[src/min_priority_queue_top_defines.svh]
// Assertion macros used by the priority queue RTL.
`ifndef MIN_PRIORITY_QUEUE_TOP_DEFINES_SVH
`define MIN_PRIORITY_QUEUE_TOP_DEFINES_SVH

`ifndef ASSERT_OFF

// Antecedent implies consequent in the same cycle.
`define MPQ_ASSERT_IMP(name, clk, rst, ante, cons) \
   name: assert property (@(posedge clk) disable iff (rst) (ante) |-> (cons)) \
      else $error("assertion failed: same-cycle implication");

// Antecedent implies consequent in the next cycle.
`define MPQ_ASSERT_NXT(name, clk, rst, ante, cons) \
   name: assert property (@(posedge clk) disable iff (rst) (ante) |=> (cons)) \
      else $error("assertion failed: next-cycle implication");

`else

`define MPQ_ASSERT_IMP(name, clk, rst, ante, cons)
`define MPQ_ASSERT_NXT(name, clk, rst, ante, cons)

`endif

`endif

[src/mpq_pkg.sv]
package mpq_pkg;

   localparam int DEPTH     = 256;
   localparam int TAG_BITS  = 9;
   localparam int FREQ_BITS = 32;

   typedef enum logic [0:0] {
      OP_ENQUEUE = 1'b0,
      OP_DEQUEUE = 1'b1
   } op_type;

   typedef enum logic [1:0] {
      ST_ENQUEUED = 2'd0,
      ST_DEQUEUED = 2'd1,
      ST_EMPTY    = 2'd2,
      ST_DROPPED  = 2'd3
   } status_type;

   typedef struct packed {
      logic [FREQ_BITS-1:0] freq;
      logic [TAG_BITS-1:0]  tag;
   } entry_type;

   // Broadcast to every cell
   typedef struct packed {
      logic      enq;
      logic      deq;
      entry_type entry;
   } cmd_type;

   // What a cell shows its neighbors
   typedef struct packed {
      entry_type entry;
      logic      valid;
      logic      after;  // new entry belongs at or before this cell
   } link_type;

endpackage

[src/mpq_cell.sv]
module mpq_cell
   import mpq_pkg::*;
(
   input  logic     clock,
   input  logic     reset,
   input  logic     is_head,
   input  cmd_type  cmd,
   input  link_type left_link,
   input  link_type right_link,
   output link_type cell_link
);

   entry_type entry_ff;
   entry_type entry_in;
   logic      valid_ff;
   logic      valid_in;
   logic      after;

   // Head takes the new word only on a strictly smaller key; others on ties too
   always_comb begin
      if (!valid_ff) begin
         after = 1'b1;
      end else if (is_head) begin
         after = cmd.entry.freq < entry_ff.freq;
      end else begin
         after = cmd.entry.freq <= entry_ff.freq;
      end
   end

   // Insert, shift right on enqueue, shift left on dequeue, else hold
   always_comb begin
      entry_in = entry_ff;
      valid_in = valid_ff;
      if (cmd.deq) begin
         entry_in = right_link.entry;
         valid_in = right_link.valid;
      end else if (cmd.enq && after) begin
         if (!left_link.after) begin
            entry_in = cmd.entry;
            valid_in = 1'b1;
         end else begin
            entry_in = left_link.entry;
            valid_in = left_link.valid;
         end
      end
   end

   always_ff @(posedge clock) begin
      if (reset) begin
         valid_ff <= 1'b0;
      end else begin
         valid_ff <= valid_in;
         entry_ff <= entry_in;
      end
   end

   assign cell_link.entry = entry_ff;
   assign cell_link.valid = valid_ff;
   assign cell_link.after = after;

endmodule
[config.mk]
export PLATFORM = sky130hd
export DESIGN_NAME = mpq_cell
export DESIGN_NICKNAME = d
export VERILOG_FILES = /design/src/min_priority_queue_top_defines.svh /design/src/mpq_pkg.sv /design/src/mpq_cell.sv
export SDC_FILE = /design/constraint.sdc
export NUM_CORES = 1
export LEC_CHECK = 0
export ABC_CLOCK_PERIOD_IN_PS = 4800
export BUFFER_PORTS_ARGS = -buffer_cell sky130_fd_sc_hd__clkbuf_2
export CAP_MARGIN = 20
export CORE_ASPECT_RATIO = 0.75
export CORE_MARGIN = 3
export CORE_UTILIZATION = 44
export CTS_CLUSTER_SIZE = 8
export DETAILED_ROUTE_END_ITERATION = 10
export PLACE_DENSITY = 0.82
export SLEW_MARGIN = 20
export SYNTH_ARGS = -nofsm -noshare
export SYNTH_HDL_FRONTEND = slang
export SYNTH_SLANG_ARGS = --single-unit
[constraint.sdc]
create_clock -name clock -period 4.8 [get_ports clock]
set_input_delay 0.72 -clock clock [delete_from_list [all_inputs] [get_ports clock]]
set_output_delay 0.72 -clock clock [all_outputs]
set_load 0.005 [all_outputs]
== Word level (Yosys, flattened, before mapping) ==
Index checks and enable logic that the tools add are counted.
W data, S select, Z words.

* Register bits: 42
* Input bits: 132
* Output and inout bits: 43
* Logic and storage cells: 17

* Order comparisons: 2
* Multiplexer cells: 8
* Bitwise gates (word level): 1
* Reduce and logical (&&, ||, !) cells: 3

{| class="wikitable"
|+ Operator list
! kind !! number
|-
| $mux W41 || 3
|-
| $le A32 B32 Y1 || 1
|-
| $lt A32 B32 Y1 || 1
|-
| $mux W1 || 5
|-
| $reduce_and A2 Y1 || 1
|-
| $reduce_bool A2 Y1 || 1
|-
| $logic_and A1 B1 Y1 || 1
|-
| $not A1 Y1 || 1
|}

== Depth between registers and ports, before layout ==
Gate-level depths: netlist of the first run.

* Word-level depth: 6
* Mapped depth: 9
* Mapped depth without buffers: 9

== Worst setup path before layout of the first run ==
OpenSTA, ideal clock, no wires.

* Kind: input-to-reg
* Start point: input cmd[39] (netlist name)
* End point: register entry_ff (netlist bit cell_link[10]), enable pin
* Library setup time: 0.439 ns
* Data arrival time: 3.764 ns
* Data required time: 4.361 ns
* Slack: 0.597 ns
* Stages on the path: 8
* Path buffers: 0
* Cells stage by stage: ha_1 a21oi_2 nand2_1 a221o_1 a211o_1 a21oi_2 a21oi_2 nor2_1

* Word-level cells in the longest chain between the ends: 6
* Elaborated cells between the ends (all ways): 7
* Classes of those cells: order compare (2); mux (2); reduce/logical (3)

{| class="wikitable"
|+ RTL lines
! what !! RTL line !! text
|-
| from (decl) || mpq_cell.sv:7 || <nowiki>input cmd_type cmd,</nowiki>
|-
| $le A32 B32 Y1 / $lt A32 B32 Y1 (equally long branches) || mpq_cell.sv:26, mpq_cell.sv:24 ||
|-
| $mux W1 * || mpq_cell.sv:23 || <nowiki>end else if (is_head) begin</nowiki>
|-
| $mux W1 * || mpq_cell.sv:21 || <nowiki>if (!valid_ff) begin</nowiki>
|-
| $logic_and A1 B1 Y1 * || mpq_cell.sv:37 || <nowiki>end else if (cmd.enq && after) begin</nowiki>
|-
| $reduce_bool A2 Y1 (no source line) * || - ||
|-
| $reduce_and A2 Y1 (no source line) * || - ||
|-
| to (signal assigned) || mpq_cell.sv:53 || <nowiki>entry_ff <= entry_in;</nowiki>
|-
| to (decl) || mpq_cell.sv:13 || <nowiki>entry_type entry_ff;</nowiki>
|}

Mark *: on every way between the ends. The rest lies on a longest branch, timed or not.
A chain may end at the register's enable or synchronous reset.

== Worst setup path after layout of the first run ==
* Start point: input cmd[30] (netlist name)
* End point: register entry_ff (netlist bit cell_link[42]), enable pin

The elaborated chain is that of the path after synthesis.

==> metrics.txt, run 1 <==
# TYPE chip_impl_metric gauge
chip_impl_info{name="run_status",value="finished clean"} 1
chip_impl_metric{name="power_density",unit="mW/mm^2"} 245
chip_impl_info{name="min_path_type",value="reg -> reg"} 1
chip_impl_metric{name="worst-endpoint-arrival",unit="ns"} 3.15
chip_impl_info{name="synth_common_cells",value="48 x nand2_1, 44 x o21ai_0, 41 x edfxtp_1, 41 x mux2i_1, 35 x inv_1"} 1
chip_impl_metric{name="core-area",unit="sq mm"} 0.00644
chip_impl_metric{name="hold_buffers",unit=""} 0
chip_impl_info{name="post-synth-top-count-cell",value="nand2_1"} 1
chip_impl_metric{name="multi_input_comb_area",unit="sq mm"} 0.00154
chip_impl_metric{name="clock-sinks",unit=""} 42
chip_impl_metric{name="port_buffers",unit=""} 173
chip_impl_metric{name="clock_tree_skew_after_final_layout",unit="ns"} 0.00731
chip_impl_metric{name="postPlaceCellArea",unit="sq mm"} 0.00391
chip_impl_metric{name="max-vdd-ir-drop",unit="mV"} 0.158
chip_impl_info{name="path_class",value="in -> reg"} 1
chip_impl_info{name="critical_path_launch_point",value="cmd[30]"} 1
chip_impl_metric{name="die_height",unit="microns"} 77.3
chip_impl_metric{name="clkTransAtPathRegs",unit="ns"} 0.08
chip_impl_metric{name="post_cts_resize_count",unit=""} 0
chip_impl_metric{name="grt_overflow_total",unit=""} 0
chip_impl_metric{name="netlist_area",unit="sq mm"} 0.00298
chip_impl_metric{name="detailroute.via_count",unit=""} 2817
chip_impl_metric{name="worst_ep_required_time",unit="ns"} 4.76
chip_impl_metric{name="drt_first_pass_iters",unit=""} 4
chip_impl_metric{name="synth-edff-count",unit=""} 41
chip_impl_metric{name="final.hold.worst_slack",unit="ns"} 0.699
chip_impl_metric{name="final_period_util",unit=""} 0.663
chip_impl_info{name="setup.worst_path.start_class",value="input pin"} 1
chip_impl_metric{name="total_number_of_nets_in_the_final_design",unit=""} 638
chip_impl_info{name="cts_tree",value="done"} 1
chip_impl_info{name="critical-path-top-cell-by-count",value="a21oi_2"} 1
chip_impl_info{name="critical_path.endpoint_type",value="flip-flop"} 1
chip_impl_metric{name="syn_inst",unit=""} 307
chip_impl_metric{name="total_leakage_power",unit="nW"} 2.12
chip_impl_metric{name="ios",unit=""} 175
chip_impl_metric{name="synth.distinct_cells",unit=""} 27
chip_impl_metric{name="syn-mean-instance-area",unit="sq um"} 9.72
chip_impl_info{name="worstPathCellList",value="clkbuf_2 -> ha_1 -> a21oi_1 -> o21ai_0 -> a221o_1 -> a211o_1 -> a21oi_2 -> a21oi_2 -> nor2_4 -> buf_4"} 1
chip_impl_metric{name="ys_warnings",unit=""} 0
chip_impl_metric{name="clock_insertion_delay_at_the_later_pin_of_the_skew_report",unit="ns"} 0.29
chip_impl_metric{name="final-seq-area",unit="sq mm"} 0.00125
chip_impl_metric{name="dpl.hpwl",unit="microns"} 6620
chip_impl_metric{name="max_slew.worst_pin.slew",unit="ns"} 0.705
chip_impl_info{name="cts.root.buffer_cell",value="clkbuf_8"} 1
chip_impl_metric{name="grt_first_pass_wirelength",unit="microns"} 12700
chip_impl_metric{name="synth_fp_nets",unit=""} 471
chip_impl_metric{name="first_global_vias",unit=""} 2822
chip_impl_metric{name="timing.critical_path.fanout_max",unit=""} 24
chip_impl_metric{name="via_per_inst",unit=""} 5.07
chip_impl_metric{name="gp_congestion",unit=""} 0.772
chip_impl_metric{name="num_antenna_cells",unit=""} 0
chip_impl_metric{name="htreeDepth",unit=""} 2
chip_impl_metric{name="count_of_standard_cell_rows",unit=""} 25
chip_impl_metric{name="cts.repair_timing.setup_buffer_count",unit=""} 0
chip_impl_info{name="slowest_stage",value="nor2_4"} 1
chip_impl_metric{name="cts_buffers",unit=""} 5
chip_impl_metric{name="finalCoreUtilization",unit=""} 0.623
chip_impl_metric{name="ys_ff_latch",unit=""} 42
chip_impl_metric{name="crit_path_max_incr_delay",unit="ns"} 0.44
chip_impl_info{name="worst_r2r_startpoint",value="cell_link[32]"} 1
chip_impl_metric{name="grt.total_usage",unit=""} 0.205
chip_impl_metric{name="final_number_of_setup_violating_endpoints",unit=""} 0
chip_impl_metric{name="ant_nets",unit=""} 0
chip_impl_info{name="grt_setup_unrepaired",value="false"} 1
chip_impl_metric{name="peak_freq",unit="MHz"} 314
chip_impl_metric{name="antenna_found_initial",unit=""} 0
chip_impl_metric{name="synth_top_cell_area_share",unit=""} 0.413
chip_impl_info{name="synth_top_area_cell",value="edfxtp_1"} 1
chip_impl_metric{name="timing.slew.headroom",unit=""} 0.530
chip_impl_metric{name="dieArea",unit="sq mm"} 0.00781
chip_impl_metric{name="effective_utilization_at_floorplan",unit=""} 0.463
chip_impl_info{name="top_post_synthesis_cells_by_area",value="edfxtp_1 41%, mux2i_1 14%, ha_1 13%"} 1
chip_impl_info{name="holdCritStartpoint",value="valid_ff"} 1
chip_impl_metric{name="period_minus_slack",unit="ns"} 3.18
chip_impl_metric{name="clk_path_buf_depth",unit=""} 2
chip_impl_info{name="postSynth.topFlopCell",value="edfxtp_1"} 1
chip_impl_metric{name="seq_area_frac_synth",unit=""} 0.419
chip_impl_metric{name="drt_drc_violations_left",unit=""} 0
chip_impl_metric{name="final_design_area_no_fill",unit="sq mm"} 0.00402
chip_impl_metric{name="setup_tns",unit="ns"} 0
chip_impl_metric{name="drt_iter0_drc",unit=""} 72
chip_impl_metric{name="timing_max_transition_violations_final",unit=""} 0
chip_impl_metric{name="drt-wirelength-per-cell",unit="microns"} 14.7
chip_impl_metric{name="post-layout-total-power",unit="mW"} 0.985
chip_impl_metric{name="proportion_of_layout_cells_with_a_drive_suffix_above_1",unit=""} 0.404
chip_impl_metric{name="area.growth.synth_to_final",unit="%"} 34.6
chip_impl_metric{name="pin_count_of_the_biggest_net_entering_global_routing",unit=""} 85
chip_impl_metric{name="routed_wl",unit="microns"} 8160
chip_impl_metric{name="fill_cells",unit=""} 584
chip_impl_metric{name="die_width",unit="microns"} 101
chip_impl_metric{name="hold_viol_final",unit=""} 0
chip_impl_metric{name="async_reset_ff_frac",unit=""} 0
chip_impl_metric{name="maxCapViolCount",unit=""} 0
through the flow:
step                instances  setup WS [ns]
finish                    556           1.62
global route              556           1.37
CTS                       556           1.59
detailed placement        548           1.27
global placement          548           1.35
floorplan                 307          0.597
power by group:
| part | switching (mW) | internal [mW] | total (mW) |
|---|---|---|---|
| Clock | 0.128 | 0.153 | 0.281 |
| Combinational | 0.128 | 0.121 | 0.249 |
| Sequential | 0.0135 | 0.441 | 0.455 |
| Total | 0.270 | 0.715 | 0.985 |
path summary, 6_finish.rpt:
check	to	slack [ns]	depth (start not counted)
hold reg to reg	valid_ff	0.70	2
setup reg to reg	cell_link[42]	1.76	10
hold / removal	valid_ff	0.70	2
setup / recovery	cell_link[42]	1.62	10
registers in the layout, summed over array words and instances (netlist names):
name and count:
cell_link 41, valid_ff 1
per-layer routing:
layer / up-vias / GRT usage / part of all wire
li1: 1433 / - / -
met5: - / 0 / 0
met2: 104 / 0.369 / 0.51
met3: 7 / 0.0609 / 0.084
met4: 0 / 0.0478 / 0.0081
met1: 1273 / 0.237 / 0.40
layout make-up:
cell class	instances	area share
clock buffers	5	0.0171
clock inverters	3	0.00997
inverters	35	0.0327
multi-input cells	214	0.382
flip-flops and latches	42	0.312
well taps	81	0.0252
repair buffers	176	0.221
worst max-delay path, delay by kind of cell:
kind | cells | cell delay (ns)
AOI/OAI and AO/OA | 6 | 1.15
adders and majority gates | 1 | 0.31
buffers and inverters | 2 | 0.52
and+or+nand+nor | 1 | 0.44
kinds of logic after synthesis:
group | synth area share
AOI/OAI and AO/OA | 0.135
and+or+nand+nor | 0.100
buffers and inverters | 0.0684
muxes | 0.143
DFF | 0.419
adders and majority gates | 0.134
cells in the final DEF (no fill, tap or decap), types with 2 or more instances in the layout:
cell      synthesis  layout
nor2b_1           2       2
clkbuf_8          0       5
nand4_1           8       8
o211ai_1          2       2
clkinv_2          0       2
nor2_1            4       3
clkbuf_2          0     173
nand2_1          48      48
ha_1             32      32
a21oi_1          14      14
nor3_1            3       3
mux2i_1          41      41
nand3_1           4       4
inv_1            35      35
buf_4             2       3
edfxtp_1         41      41
a21oi_2           3       3
o21ai_0          44      44
(Power assumes the default switching activity.)
==> run 2, diff against run 1 <==
- ABC_CLOCK_PERIOD_IN_PS: 4800 -> 3320
- clock period: 4.8 -> 3.32 ns (I/O delays scaled with it)
==> metrics.txt, run 2 (synthesis gave the netlist of run 1 again) <==
# TYPE chip_impl_metric gauge
chip_impl_metric{name="wl_met1",unit="microns"} 3360
chip_impl_info{name="grt_setup_unrepaired",value="false"} 1
chip_impl_info{name="cts.root.buffer_cell",value="clkbuf_8"} 1
chip_impl_metric{name="drt_drc_violations_left",unit=""} 0
chip_impl_metric{name="core-area",unit="sq mm"} 0.00644
chip_impl_metric{name="timing.slew.headroom",unit=""} 0.537
chip_impl_metric{name="clk_path_buf_depth",unit=""} 2
chip_impl_info{name="setup.worst_path.start_class",value="flip-flop"} 1
chip_impl_metric{name="switching_power",unit="mW"} 0.388
chip_impl_metric{name="total_number_of_nets_in_the_final_design",unit=""} 640
chip_impl_metric{name="worst-endpoint-arrival",unit="ns"} 2.26
chip_impl_metric{name="die_width",unit="microns"} 101
chip_impl_info{name="path_class",value="reg -> out"} 1
chip_impl_metric{name="num_antenna_cells",unit=""} 0
chip_impl_metric{name="worst_ep_required_time",unit="ns"} 2.82
chip_impl_metric{name="routed_wl",unit="microns"} 8280
chip_impl_metric{name="timing_max_transition_violations_final",unit=""} 0
chip_impl_metric{name="grt_overflow_total",unit=""} 0
chip_impl_metric{name="clock_tree_skew_after_final_layout",unit="ns"} 0.00720
chip_impl_metric{name="first_global_vias",unit=""} 2805
chip_impl_metric{name="cts_buffers",unit=""} 5
chip_impl_metric{name="total_leakage_power",unit="nW"} 2.13
chip_impl_metric{name="seq_power_share",unit=""} 0.462
chip_impl_metric{name="dieArea",unit="sq mm"} 0.00781
chip_impl_info{name="mostFrequentLayoutCell",value="clkbuf_2"} 1
chip_impl_metric{name="period_minus_slack",unit="ns"} 2.76
chip_impl_metric{name="fill_cells",unit=""} 563
chip_impl_metric{name="detailroute.via_count",unit=""} 2824
chip_impl_info{name="final_cell_mix",value="173 x clkbuf_2, 48 x nand2_1, 44 x o21ai_0, 41 x mux2i_1, 41 x edfxtp_1"} 1
chip_impl_info{name="min_path_type",value="in -> reg"} 1
chip_impl_metric{name="combPwrFrac",unit=""} 0.256
chip_impl_metric{name="antenna_found_initial",unit=""} 0
chip_impl_metric{name="hold_buffers",unit=""} 0
chip_impl_metric{name="clock_insertion_delay_at_the_later_pin_of_the_skew_report",unit="ns"} 0.29
chip_impl_info{name="run_status",value="finished clean"} 1
chip_impl_metric{name="peak_freq",unit="MHz"} 363
chip_impl_metric{name="hold_viol_final",unit=""} 0
chip_impl_metric{name="multi_input_comb_area",unit="sq mm"} 0.00154
chip_impl_metric{name="final-seq-area",unit="sq mm"} 0.00125
chip_impl_info{name="critical_path.endpoint_type",value="primary output"} 1
chip_impl_metric{name="drt_first_pass_iters",unit=""} 4
chip_impl_metric{name="proportion_of_layout_cells_with_a_drive_suffix_above_1",unit=""} 0.407
chip_impl_info{name="slowest_stage",value="edfxtp_1"} 1
chip_impl_metric{name="met2_wirelength",unit="microns"} 4170
chip_impl_info{name="worstPathCellList",value="inv_1 -> ha_1 -> a21oi_1 -> o21ai_0 -> a221o_1 -> a211o_1 -> a21oi_2 -> or2_2 -> clkbuf_2"} 1
chip_impl_metric{name="htreeDepth",unit=""} 2
chip_impl_metric{name="crit_path_max_incr_delay",unit="ns"} 0.40
chip_impl_metric{name="post_cts_resize_count",unit=""} 0
chip_impl_metric{name="ant_nets",unit=""} 0
chip_impl_metric{name="critical_path.n_buffers_inverters",unit=""} 2
chip_impl_metric{name="post-layout-total-power",unit="mW"} 1.42
chip_impl_metric{name="dpl.hpwl",unit="microns"} 6910
chip_impl_metric{name="max-vdd-ir-drop",unit="mV"} 0.251
chip_impl_metric{name="drt-wirelength-per-cell",unit="microns"} 14.8
chip_impl_metric{name="effective_utilization_at_floorplan",unit=""} 0.463
chip_impl_metric{name="drt_iter0_drc",unit=""} 71
chip_impl_metric{name="die_height",unit="microns"} 77.3
chip_impl_info{name="cts_tree",value="done"} 1
chip_impl_metric{name="ios",unit=""} 175
chip_impl_metric{name="via_per_inst",unit=""} 5.06
chip_impl_metric{name="setup_tns",unit="ns"} 0
chip_impl_metric{name="switching_fraction_of_total_power",unit=""} 0.272
chip_impl_metric{name="dr_wl_met3",unit="microns"} 735
chip_impl_metric{name="count_of_standard_cell_rows",unit=""} 25
chip_impl_info{name="top_cell_family_by_delay_on_the_critical_path",value="compound AO/OA/AOI/OAI gates"} 1
chip_impl_metric{name="final_number_of_setup_violating_endpoints",unit=""} 0
chip_impl_metric{name="port_buffers",unit=""} 173
chip_impl_metric{name="area.growth.synth_to_final",unit="%"} 35.2
chip_impl_metric{name="clockPowerShare",unit=""} 0.283
chip_impl_info{name="maxUsedRoutingLayer",value="met4"} 1
chip_impl_metric{name="power_density",unit="mW/mm^2"} 353
chip_impl_metric{name="maxCapViolCount",unit=""} 0
chip_impl_metric{name="cts.repair_timing.setup_buffer_count",unit=""} 0
chip_impl_metric{name="pin_count_of_the_biggest_net_entering_global_routing",unit=""} 48
chip_impl_metric{name="grt.total_usage",unit=""} 0.208
chip_impl_metric{name="internal_power",unit="mW"} 1.04
chip_impl_metric{name="max_slew.worst_pin.slew",unit="ns"} 0.694
chip_impl_metric{name="largest_register_ffs",unit=""} 41
chip_impl_metric{name="clkTransAtPathRegs",unit="ns"} 0.09
chip_impl_metric{name="final_period_util",unit=""} 0.831
chip_impl_metric{name="timing.critical_path.fanout_max",unit=""} 3
chip_impl_metric{name="clock-sinks",unit=""} 42
chip_impl_metric{name="grt_first_pass_wirelength",unit="microns"} 13100
chip_impl_metric{name="gp_congestion",unit=""} 0.811
## run 2: layer usage
metal / GRT usage / up-vias
met5: 0 / -
met4: 0.0279 / 0
met3: 0.0600 / 2
met2: 0.371 / 112
met1: 0.254 / 1273
li1: - / 1437
## run 2: cell type report
| cell class | count | area share |
|---|---|---|
| sequential | 42 | 0.310 |
| timing repair buffer | 178 | 0.224 |
| clock inverter | 3 | 0.00993 |
| inverter | 35 | 0.0326 |
| multi-input combinational | 214 | 0.381 |
| tap | 81 | 0.0251 |
| clock buffer | 5 | 0.0171 |
## run 2: path summary, 6_finish.rpt
check	from	cells after the start	slack [ns]	end
min	right_link[23]	3	0.48	cell_link[23]
max	cell_link[34]	9	0.56	cell_link[0]
max reg2reg	cell_link[25]	10	0.74	cell_link[19]
min reg2reg	valid_ff	2	0.73	valid_ff
## run 2: metrics by stage
| step | setup slack (ns) | hold slack [ns] | instance area, sq um | utilization | cells |
|---|---|---|---|---|---|
| floorplan | 0.0275 | 0.618 | 2990 | - | 307 |
| global placement | 0.594 | 0.685 | 3920 | 0.609 | 550 |
| detailed placement | 0.519 | 0.698 | 3920 | 0.609 | 550 |
| CTS | 0.540 | 0.474 | 4030 | 0.626 | 558 |
| global route | 0.392 | 0.479 | 4030 | 0.626 | 558 |
| finish | 0.561 | 0.483 | 4030 | 0.626 | 558 |
## run 2: worst min-delay path, delay by kind of cell
| family | cells | cell delay, ns |
|---|---|---|
| compound gates | 1 | 0.06 |
| simple gates | 1 | 0.04 |
| buf+inv | 1 | 0.07 |
## run 2: power groups by stage
stage | registers, mW | logic [mW] | clock network, mW
5_1_grt | 0.663 | 0.415 | 0.439
2_1_floorplan | 0.672 | 0.186 | 0
6_report | 0.657 | 0.364 | 0.402
4_1_cts | 0.658 | 0.369 | 0.412
3_5_place_dp | 0.670 | 0.367 | 0
3_3_place_gp | 0.667 | 0.351 | 0
